**src/design/ps2mct_pkg.sv**
```systemverilog
// Package for the PS/2 mouse packet cursor tracker: widths, bit positions and state codes.
`timescale 1ns / 1ps

package ps2mct_pkg;

    // Cursor coordinate width and register widths
    localparam int COORD_BITS = 12;
    localparam int SIZE_BITS  = 13;
    localparam int BYTE_BITS  = 8;
    localparam int DELTA_BITS = BYTE_BITS + 1;
    localparam int SUM_BITS   = COORD_BITS + 2;
    localparam int CMP_BITS   = (SIZE_BITS > COORD_BITS + 1) ? SIZE_BITS : COORD_BITS + 1;

    // Reset screen size
    localparam logic [SIZE_BITS-1:0] SCREEN_W_RESET = SIZE_BITS'(1024);
    localparam logic [SIZE_BITS-1:0] SCREEN_H_RESET = SIZE_BITS'(768);

    // Configuration register indexes
    localparam int CFG_INDEX_BITS = 1;
    localparam logic [CFG_INDEX_BITS-1:0] CFG_SCREEN_W = 1'b0;
    localparam logic [CFG_INDEX_BITS-1:0] CFG_SCREEN_H = 1'b1;

    // Bit positions in the first packet byte
    localparam int SYNC_POS  = 3;
    localparam int LEFT_POS  = 0;
    localparam int RIGHT_POS = 1;

    // Packet byte sequencer
    typedef enum logic [2:0] {
        PH_FIRST = 3'b001,
        PH_DX    = 3'b010,
        PH_DY    = 3'b100
    } phase_t;

endpackage

```
**src/design/ps2mct_clamp.sv**
```systemverilog
// Coordinate update: adds a signed delta to a position and clamps it to the screen size.
`timescale 1ns / 1ps

module ps2mct_clamp
(
    input  logic [ps2mct_pkg::COORD_BITS-1:0]        pos,
    input  logic signed [ps2mct_pkg::DELTA_BITS-1:0] delta,
    input  logic [ps2mct_pkg::SIZE_BITS-1:0]         size,
    output logic [ps2mct_pkg::COORD_BITS-1:0]        result
);
    import ps2mct_pkg::*;

    logic [COORD_BITS-1:0]      lim;
    logic [CMP_BITS-1:0]        size_ext;
    logic signed [SUM_BITS-1:0] sum;
    logic [SUM_BITS-2:0]        sum_mag;

    // Largest legal coordinate: size zero acts as one, large sizes saturate
    assign size_ext = CMP_BITS'(size);

    always_comb
    begin
        if (size == '0)
        begin
            lim = '0;
        end
        else if (size_ext > (CMP_BITS'(1) << COORD_BITS))
        begin
            lim = '1;
        end
        else
        begin
            lim = COORD_BITS'(size - SIZE_BITS'(1));
        end
    end

    // Signed sum, then clamp to 0..lim
    assign sum     = $signed({2'b00, pos}) + SUM_BITS'(delta);
    assign sum_mag = sum[SUM_BITS-2:0];

    always_comb
    begin
        if (sum[SUM_BITS-1])
        begin
            result = '0;
        end
        else if (sum_mag > (SUM_BITS-1)'(lim))
        begin
            result = lim;
        end
        else
        begin
            result = sum_mag[COORD_BITS-1:0];
        end
    end

endmodule

```
**src/design/ps2_mouse_packet_cursor_tracker_top.sv**
```systemverilog
// Top level of the PS/2 mouse packet cursor tracker.
//
//  channel | direction | handshake          | payload
//  --------+-----------+--------------------+--------------------------------------------
//  in      | input     | in_valid/in_stall  | from_aux, data_byte
//  out     | output    | out_valid/out_stall| cursor_x, cursor_y, left_btn, right_btn
//  cfg     | input     | cfg_we             | cfg_index, cfg_data (screen width / height)
//
// One byte is taken per cycle while in_stall is low; a byte sits in the input register and
// is processed by the sequencer and clamp logic when the packet stage advances, so a third
// byte passes through the input register before it loads the result register. The stage
// between is one 14-bit add and compare per coordinate.
// Reset clears the sequencer, cursor position and valid flags, and loads 1024 x 768.
// A stalled result holds the packet stage; the input register then fills and in_stall rises.
`timescale 1ns / 1ps

module ps2_mouse_packet_cursor_tracker_top
(
    input  logic                                  clk,
    input  logic                                  rst_n,
    input  logic                                  in_valid,
    output logic                                  in_stall,
    input  logic                                  from_aux,
    input  logic [7:0]                            data_byte,
    output logic                                  out_valid,
    input  logic                                  out_stall,
    output logic [ps2mct_pkg::COORD_BITS-1:0]     cursor_x,
    output logic [ps2mct_pkg::COORD_BITS-1:0]     cursor_y,
    output logic                                  left_btn,
    output logic                                  right_btn,
    input  logic                                  cfg_we,
    input  logic [ps2mct_pkg::CFG_INDEX_BITS-1:0] cfg_index,
    input  logic [ps2mct_pkg::SIZE_BITS-1:0]      cfg_data
);
    import ps2mct_pkg::*;

    logic [SIZE_BITS-1:0]  screen_w_reg;
    logic [SIZE_BITS-1:0]  screen_h_reg;

    logic                  in_valid_reg;
    logic                  aux_reg;
    logic [BYTE_BITS-1:0]  byte_reg;

    phase_t                phase_reg;
    phase_t                phase_next;
    logic [1:0]            buttons_reg;
    logic [BYTE_BITS-1:0]  dx_reg;
    logic [COORD_BITS-1:0] pos_x_reg;
    logic [COORD_BITS-1:0] pos_y_reg;
    logic [COORD_BITS-1:0] pos_x_next;
    logic [COORD_BITS-1:0] pos_y_next;
    logic                  out_valid_reg;
    logic                  out_valid_next;

    logic                  in_take;
    logic                  advance;
    logic                  aux_item;
    logic                  first_ok;
    logic                  finish;
    logic signed [DELTA_BITS-1:0] dx_ext;
    logic signed [DELTA_BITS-1:0] dy_neg;

    // Configuration registers
    always_ff @(posedge clk or negedge rst_n)
    begin
        if (!rst_n)
        begin
            screen_w_reg <= SCREEN_W_RESET;
            screen_h_reg <= SCREEN_H_RESET;
        end
        else if (cfg_we)
        begin
            case (cfg_index)
                CFG_SCREEN_W: screen_w_reg <= cfg_data;
                CFG_SCREEN_H: screen_h_reg <= cfg_data;
                default:      ;
            endcase
        end
    end

    // Handshake: the packet stage moves when the result register can take a result
    assign advance  = in_valid_reg && (!out_valid_reg || !out_stall);
    assign in_stall = in_valid_reg && !advance;
    assign in_take  = in_valid && !in_stall;

    // Input register
    always_ff @(posedge clk or negedge rst_n)
    begin
        if (!rst_n)
        begin
            in_valid_reg <= 1'b0;
        end
        else if (in_take)
        begin
            in_valid_reg <= 1'b1;
        end
        else if (advance)
        begin
            in_valid_reg <= 1'b0;
        end
    end

    always_ff @(posedge clk)
    begin
        if (in_take)
        begin
            aux_reg  <= from_aux;
            byte_reg <= data_byte;
        end
    end

    // Packet sequencer decode
    assign aux_item = advance && aux_reg;
    assign first_ok = aux_item && (phase_reg == PH_FIRST) && byte_reg[SYNC_POS];
    assign finish   = aux_item && (phase_reg == PH_DY);

    always_comb
    begin
        phase_next = phase_reg;
        if (aux_item)
        begin
            case (phase_reg)
                PH_FIRST: phase_next = byte_reg[SYNC_POS] ? PH_DX : PH_FIRST;
                PH_DX:    phase_next = PH_DY;
                PH_DY:    phase_next = PH_FIRST;
                default:  phase_next = PH_FIRST;
            endcase
        end
    end

    // Deltas: X sign-extended, Y negated (screen rows grow downwards)
    assign dx_ext = $signed({dx_reg[BYTE_BITS-1], dx_reg});
    assign dy_neg = DELTA_BITS'(0) - $signed({byte_reg[BYTE_BITS-1], byte_reg});

    ps2mct_clamp u_clamp_x
    (
        .pos    (pos_x_reg),
        .delta  (dx_ext),
        .size   (screen_w_reg),
        .result (pos_x_next)
    );

    ps2mct_clamp u_clamp_y
    (
        .pos    (pos_y_reg),
        .delta  (dy_neg),
        .size   (screen_h_reg),
        .result (pos_y_next)
    );

    // Result valid: set on a finished packet, cleared once taken
    always_comb
    begin
        out_valid_next = out_valid_reg;
        if (finish)
        begin
            out_valid_next = 1'b1;
        end
        else if (!out_stall)
        begin
            out_valid_next = 1'b0;
        end
    end

    // Control state and cursor position
    always_ff @(posedge clk or negedge rst_n)
    begin
        if (!rst_n)
        begin
            phase_reg     <= PH_FIRST;
            pos_x_reg     <= '0;
            pos_y_reg     <= '0;
            out_valid_reg <= 1'b0;
        end
        else
        begin
            phase_reg     <= phase_next;
            out_valid_reg <= out_valid_next;
            if (finish)
            begin
                pos_x_reg <= pos_x_next;
                pos_y_reg <= pos_y_next;
            end
        end
    end

    // Packet bytes held between phases
    always_ff @(posedge clk)
    begin
        if (first_ok)
        begin
            buttons_reg <= byte_reg[1:0];
        end
        if (aux_item && (phase_reg == PH_DX))
        begin
            dx_reg <= byte_reg;
        end
    end

    // Outputs: position only changes when a new result is loaded; buttons follow a first byte
    assign out_valid = out_valid_reg;
    assign cursor_x  = pos_x_reg;
    assign cursor_y  = pos_y_reg;
    assign left_btn  = buttons_reg[LEFT_POS];
    assign right_btn = buttons_reg[RIGHT_POS];

`ifndef SYNTHESIS
    // A finished packet always produces a result on the next edge
    a_finish_gives_result: assert property (@(posedge clk) disable iff (!rst_n)
        finish |=> out_valid_reg)
        else $error("finished packet did not load a result");

    // A new result only appears after a third packet byte
    a_result_from_packet: assert property (@(posedge clk) disable iff (!rst_n)
        $rose(out_valid_reg) |-> $past(advance && aux_reg && (phase_reg == PH_DY)))
        else $error("result raised without a completed packet");

    // The first byte of a packet may not move on without the sync bit
    a_sync_needed: assert property (@(posedge clk) disable iff (!rst_n)
        (aux_item && (phase_reg == PH_FIRST) && !byte_reg[SYNC_POS]) |=> (phase_reg == PH_FIRST))
        else $error("unsynchronised first byte advanced the sequencer");
`endif

endmodule

```
**config.mk**
```make
export PLATFORM = sky130hd
export DESIGN_NAME = ps2_mouse_packet_cursor_tracker_top
export DESIGN_NICKNAME = d
export VERILOG_FILES = /design/src/design/ps2mct_pkg.sv /design/src/design/ps2mct_clamp.sv /design/src/design/ps2_mouse_packet_cursor_tracker_top.sv
export SDC_FILE = /design/constraint.sdc
export NUM_CORES = 1
export LEC_CHECK = 0
export BUFFER_PORTS_ARGS = -buffer_cell sky130_fd_sc_hd__buf_4
export CAP_MARGIN = 20
export CORE_UTILIZATION = 60
export DETAILED_ROUTE_END_ITERATION = 12
export PLACE_DENSITY = 0.83
export SETUP_SLACK_MARGIN = 0.1
export SYNTH_ARGS = -nofsm -noshare
export SYNTH_HDL_FRONTEND = slang
export SYNTH_SLANG_ARGS = --single-unit
```
**constraint.sdc**
```tcl
create_clock -name clk -period 4.6 [get_ports clk]
set_input_delay 0.69 -clock clk [delete_from_list [all_inputs] [get_ports clk]]
set_output_delay 0.69 -clock clk [all_outputs]
set_load 0.1 [all_outputs]
```
# Word-level counts from Yosys, hierarchy flattened
# Cells that the tools add are included.
[op_classes]
addsub = 5
magnitude_cmp = 4
n_eq_ne = 4
n_mux = 14
n_bitwise = 1
reduce_logical = 18
[ops]
columns = ["operator", "n"]
rows = [
  ["$mux 12", 8],
  ["$gt 13x12->1", 2],
  ["$gt 13x13->1 const B", 2],
  ["$logic_not 13->1", 2],
  ["$sub 12x1->12 const B", 2],
  ["$add 13x8->14", 1],
  ["$add 13x9->14", 1],
  ["$sub 1x8->9 const A", 1],
  ["$logic_and 1x1->1", 8],
  ["$pmux 3 s2", 1],
  ["$logic_not 1->1", 4],
  ["$mux 1", 4],
  ["$reduce_and 2->1", 2],
  ["$eq 3x1->1 const B", 1],
  ["$eq 3x2->1 const B", 1],
  ["$eq 3x3->1 const B", 1],
  ["$mux 2", 1],
  ["$ne 2x1->1 const B", 1],
  ["$reduce_bool 2->1", 1],
  ["$logic_or 1x1->1", 1],
  ["$not 1->1", 1],
]
[word_totals]
regBits = 74
inputBits = 28
output_inout_bits = 28

# Longest topological paths before layout
[logic_depth]
word_depth = 8
depth_mapped = 18
ltp_nobuf = 17

# Modules after synthesis
# Synthesis repeated with hierarchy kept, for this count alone.
[unflattened]
hier_cells = 547
area_unflattened_um2 = 5624.1
[modules_own_cells]
columns = ["mod", "instances", "cells_each", "area_per_inst_um2", "seq_area_each_um2"]
rows = [
  ["ps2_mouse_packet_cursor_tracker_top", 1, 167, 2815.2, 1951.9],
  ["ps2mct_clamp at u_clamp_x", 1, 190, 1406.3, 0.0],
  ["ps2mct_clamp at u_clamp_y", 1, 190, 1402.6, 0.0],
]

# Worst setup path before layout
# Ideal clock, no wire load.
[synth_path]
path_type = "reg-to-reg"
start = "register pos_x_reg[0] (netlist: cursor_x[0])"
end = "register pos_x_reg[0] (netlist: cursor_x[0])"
setup_time_ns = 0.126
t_arrival_ns = 4.430
required_ns = 4.474
path_slack_ns = 0.045
stages_incl_launch_ff = 18
path_buffers = 1
synth_period_minus_slack_ns = 4.555
cell_sequence = "dfrtp_1 ha_1 inv_1 fa_1 nor2b_1 o31ai_1 a21oi_1 a21oi_1 o311ai_0 ha_1 a21o_1 a21oi_1 o311ai_0 o31ai_1 o31ai_4 buf_6 mux2i_1 o21ai_1"
[synth_via]
elab_chain_cells = 4
[synth_rtl]
columns = ["element", "line", "rtl"]
rows = [
  ["from (decl)", "ps2_mouse_packet_cursor_tracker_top.sv:48", "logic [COORD_BITS-1:0] pos_x_reg;"],
  ["from (signal assigned)", "ps2_mouse_packet_cursor_tracker_top.sv:181", "pos_x_reg <= pos_x_next;"],
  ["$add 13x8->14 *", "ps2mct_clamp.sv:38", "assign sum = $signed({2'b00, pos}) + SUM_BITS'(delta);"],
  ["$gt 13x12->1", "ps2mct_clamp.sv:47", "else if (sum_mag > (SUM_BITS-1)'(lim))"],
  ["$mux 12", "ps2mct_clamp.sv:47", ""],
  ["$mux 12 *", "ps2mct_clamp.sv:43", "if (sum[SUM_BITS-1])"],
]
# Every way passes the cells marked *; elsewhere a longest branch is shown, timed or not.
# A chain may end at the register's enable or synchronous reset.

# Worst setup path in the final report
[layout_path]
start = "register byte_reg[1]"
end = "register pos_y_reg[11] (netlist: cursor_y[11])"
[layout_via]
elab_chain_cells = 5
[layout_rtl]
columns = ["element", "line", "rtl"]
rows = [
  ["from (decl)", "ps2_mouse_packet_cursor_tracker_top.sv:42", "logic [BYTE_BITS-1:0] byte_reg;"],
  ["from (signal assigned)", "ps2_mouse_packet_cursor_tracker_top.sv:108", "byte_reg <= data_byte;"],
  ["$sub 1x8->9 *", "ps2_mouse_packet_cursor_tracker_top.sv:133", "assign dy_neg = DELTA_BITS'(0) - $signed({byte_reg[BYTE_BITS-1], byte_reg});"],
  ["$add 13x9->14 *", "ps2mct_clamp.sv:38", ""],
  ["$gt 13x12->1", "ps2mct_clamp.sv:47", ""],
  ["$mux 12", "ps2mct_clamp.sv:47", ""],
  ["$mux 12 *", "ps2mct_clamp.sv:43", ""],
  ["to (signal assigned)", "ps2_mouse_packet_cursor_tracker_top.sv:182", "pos_y_reg <= pos_y_next;"],
  ["to (decl)", "ps2_mouse_packet_cursor_tracker_top.sv:49", "logic [COORD_BITS-1:0] pos_y_reg;"],
]
# Marks and branches as above.

==> impl_metrics.py <==
metrics = {
    "synthesis": {
        "synthesis.nets": 653,
        "ys_types": 61,
        "syn_avg_cell_area_um2": 9.59,
        "synth_seq_cells": 74,
        "syn_inst": 569,
        "ys_warn_count": 0,
        "synth_area_leaders": "dfrtp_1 23%, ha_1 12%, edfxtp_1 10%",
        "syn_area_um2": 5460,
        "yosysTopAreaCellShare_pct": 23.4,
        "yosysSeqAreaShare_pct": 35.8,
        "synth_area_leader_cell": "dfrtp_1",
        "synth_enable_flop_cells": 19,
        "synthArstFlopShare_pct": 74.3,
        "synth-main-ff-cell": "dfrtp_1",
    },
    "floorplanning": {
        "coreArea_um2": 8760,
        "chipWidth_um": 97.4,
        "fp.dieH_um": 97.4,
        "pin_count": 56,
        "row_count": 34,
        "start_util_pct": 62.3,
        "fp.dieArea_um2": 9480,
    },
    "clocking": {
        "cts_root_buf": "clkbuf_8",
        "cts.path.max_buffers": 2,
        "clk_latency_ps": 360,
        "hold_buffers": 0,
        "tritoncts": "done",
        "cts-buffers-inserted": 9,
        "cts_max_level": 3,
        "path_clk_slew_ps": 100,
        "cts.sinks": 74,
    },
    "placement": {
        "hpwl_mm": 9.79,
        "io_buffers": 55,
        "dpl_cell_area_um2": 5980,
        "place.gp.congestion": 0.953,
    },
    "routing": {
        "ant_nets": 0,
        "top_layer": "met4",
        "wl_per_cell_um": 17.1,
        "dr.pass1.iters": 5,
        "wl_met1_mm": 5.78,
        "drc": 0,
        "vias": 4629,
        "drt_iter0_markers": 237,
        "wl_mm": 12.7,
        "routed_via_density": 6.22,
        "wl_met3_um": 513,
        "met2WireLength_mm": 6.26,
    },
    "timing": {
        "setup_violations": 0,
        "grt_setup_unrepaired": "false",
        "fin_setup_tns_ps": 0,
        "hold_viol": 0,
        "maxSlewHeadroom_pct": 44.4,
        "skew_ps": 22.1,
        "fin_crit_ps": 4180,
        "drv_slew": 0,
        "tightest_slew_ps": 829,
        "whs_ps": 378,
        "finalCritPeriodShare_pct": 90.9,
        "fmax_ghz": 0.239,
    },
    "run_status": {
        "status": "completed",
    },
    "cells_and_area": {
        "syn2layout_area_growth_pct": 14.5,
        "final_core_util_pct": 71.3,
        "antennaDiodeCount": 0,
        "layout.nets": 715,
        "stdcell_area_um2": 6250,
        "final_layout_size_suffix_gt1_share_pct": 19.8,
    },
    "setup_path": {
        "reg2reg_setup_slack_ps": 420,
        "r2r-start": "byte_reg[1]",
        "cp_max_fo": 11,
        "start_kind": "flop",
        "crit_type": "flop to flop",
        "crit_start": "byte_reg[1]",
        "arrival_ps": 4430,
        "rr_worst_depth": 15,
        "worstPathRequired_ps": 4850,
        "rr_endpoint": "cursor_y[11]",
        "crit_path_end_kind": "flop",
    },
    "global_route": {
        "grt_pass1_wl_mm": 21.2,
        "grt_antenna_before_repair": 0,
        "grt_max_degree": 56,
        "grt-ovfl-total": 0,
        "grt_util_all_layers_pct": 27.9,
        "grt_pass1_vias": 4548,
    },
    "worst_hold_path": {
        "hp-class": "input port to async pin",
    },
    "job": {
        "drv_cap": 0,
    },
    "pwr": {
        "leakage_nw": 2.94,
        "power_density_nw_per_um2": 645,
        "ir_drop_uv": 483,
    },
}
Yosys cell counts (3+ instances only):
cell type   n
a211oi_1    4
mux2i_1     9
edfxtp_1   19
xor2_1     15
and3_1      3
and2_1     14
or3_1       6
nand2b_1    8
dfrtp_1    51
a32o_1      3
o31ai_2     7
clkbuf_1    6
xnor2_1    16
nor3b_1     5
or4_1       3
o21bai_1    3
nand3_1    14
nor4_1      3
nor3_1      9
a21oi_1    39
mux2_2     24
nand4_1     8
inv_1      35
dfstp_2     4
nor2b_1    10
a21o_1     15
o21ai_0    24
o21ai_1     7
o21a_1      8
o31ai_1     8
nand2_1    38
a22o_1      6
ha_1       54
a211o_1     8
nor2_1     47
critical path, cell delays in order, from the launching register on:
cell      delay [ps]
edfxtp_1         470
inv_1             90
ha_1             220
nor2b_1          140
o31a_1           290
or3_1            370
a41oi_1          240
xor2_1           210
inv_1             70
ha_1             210
or4_1            480
a21oi_1          140
a211o_1          210
nand3_1          370
and2_1           340
o31ai_1          230
worst max-delay path by stage:
stage	end	slack (ps)	depth (start not counted)
3_5_place_dp	cursor_x[6]	200	16
5_1_grt	cursor_x[10]	130	16
4_1_cts	cursor_x[6]	220	16
3_3_place_gp	cursor_x[7]	400	16
2_1_floorplan	cursor_x[0]	150	16
6_report	cursor_y[11]	420	15
report_power, final:
part | internal, W | switching (W)
Clock | 0.000271 | 0.000258
Combinational | 0.000882 | 0.00166
Sequential | 0.000815 | 0.000147
cells in the final DEF, fill, tap and decap left out, drive strengths merged, types with 9 or more instances in the layout:
cell    count
a21oi      39
nand2      39
o21ai      31
ha         54
xnor2      16
buf        62
dfrtp      51
a21o       15
xor2       15
mux2       24
nand3      14
nor2       48
nor2b      10
edfxtp     19
nor3        9
mux2i       9
o31ai      17
and2       14
clkbuf     10
inv        36
cell type report:
cell class                      instances  area, um2
Multi-Input combinational cell        449       3350
Fill cell                             656       2510
Clock buffer                           10        138
Timing Repair Buffer                   62        465
Tap cell                              108        135
Inverter                               35        131
Sequential cell                        74       1950
Clock inverter                          6       73.8
routing by layer:
metal	global-route usage, %	up-vias
met4	7.47	0
met2	47.6	121
met5	0	-
met1	37.1	2279
met3	4.10	17
li1	-	2212
cells by family after synthesis:
group	after synthesis	share of synthesized area (%)
simple gates	177	16.7
flops	74	35.8
buf+inv	47	3.48
mux	33	6.60
compound gates	150	19.2
fa+ha+maj	57	13.3
xor+xnor	31	4.97
through the flow:
stage                     total power [W]  instances  setup WS, ps
after floorplan                   0.00290        569           147
after global placement            0.00334        724           398
after detailed placement          0.00341        724           198
after CTS                         0.00396        740           223
after global routing              0.00428        744           125
final                             0.00403        744           418
what timing repair did:
item                                    4_1_cts  5_1_grt
resized for setup                             1        4
endpoints found under the setup margin        8       12
pin swaps                                     0        1
buffers inserted                              0        2
cloned                                        0        1
No activity file was read; power rests on OpenSTA's default activity.
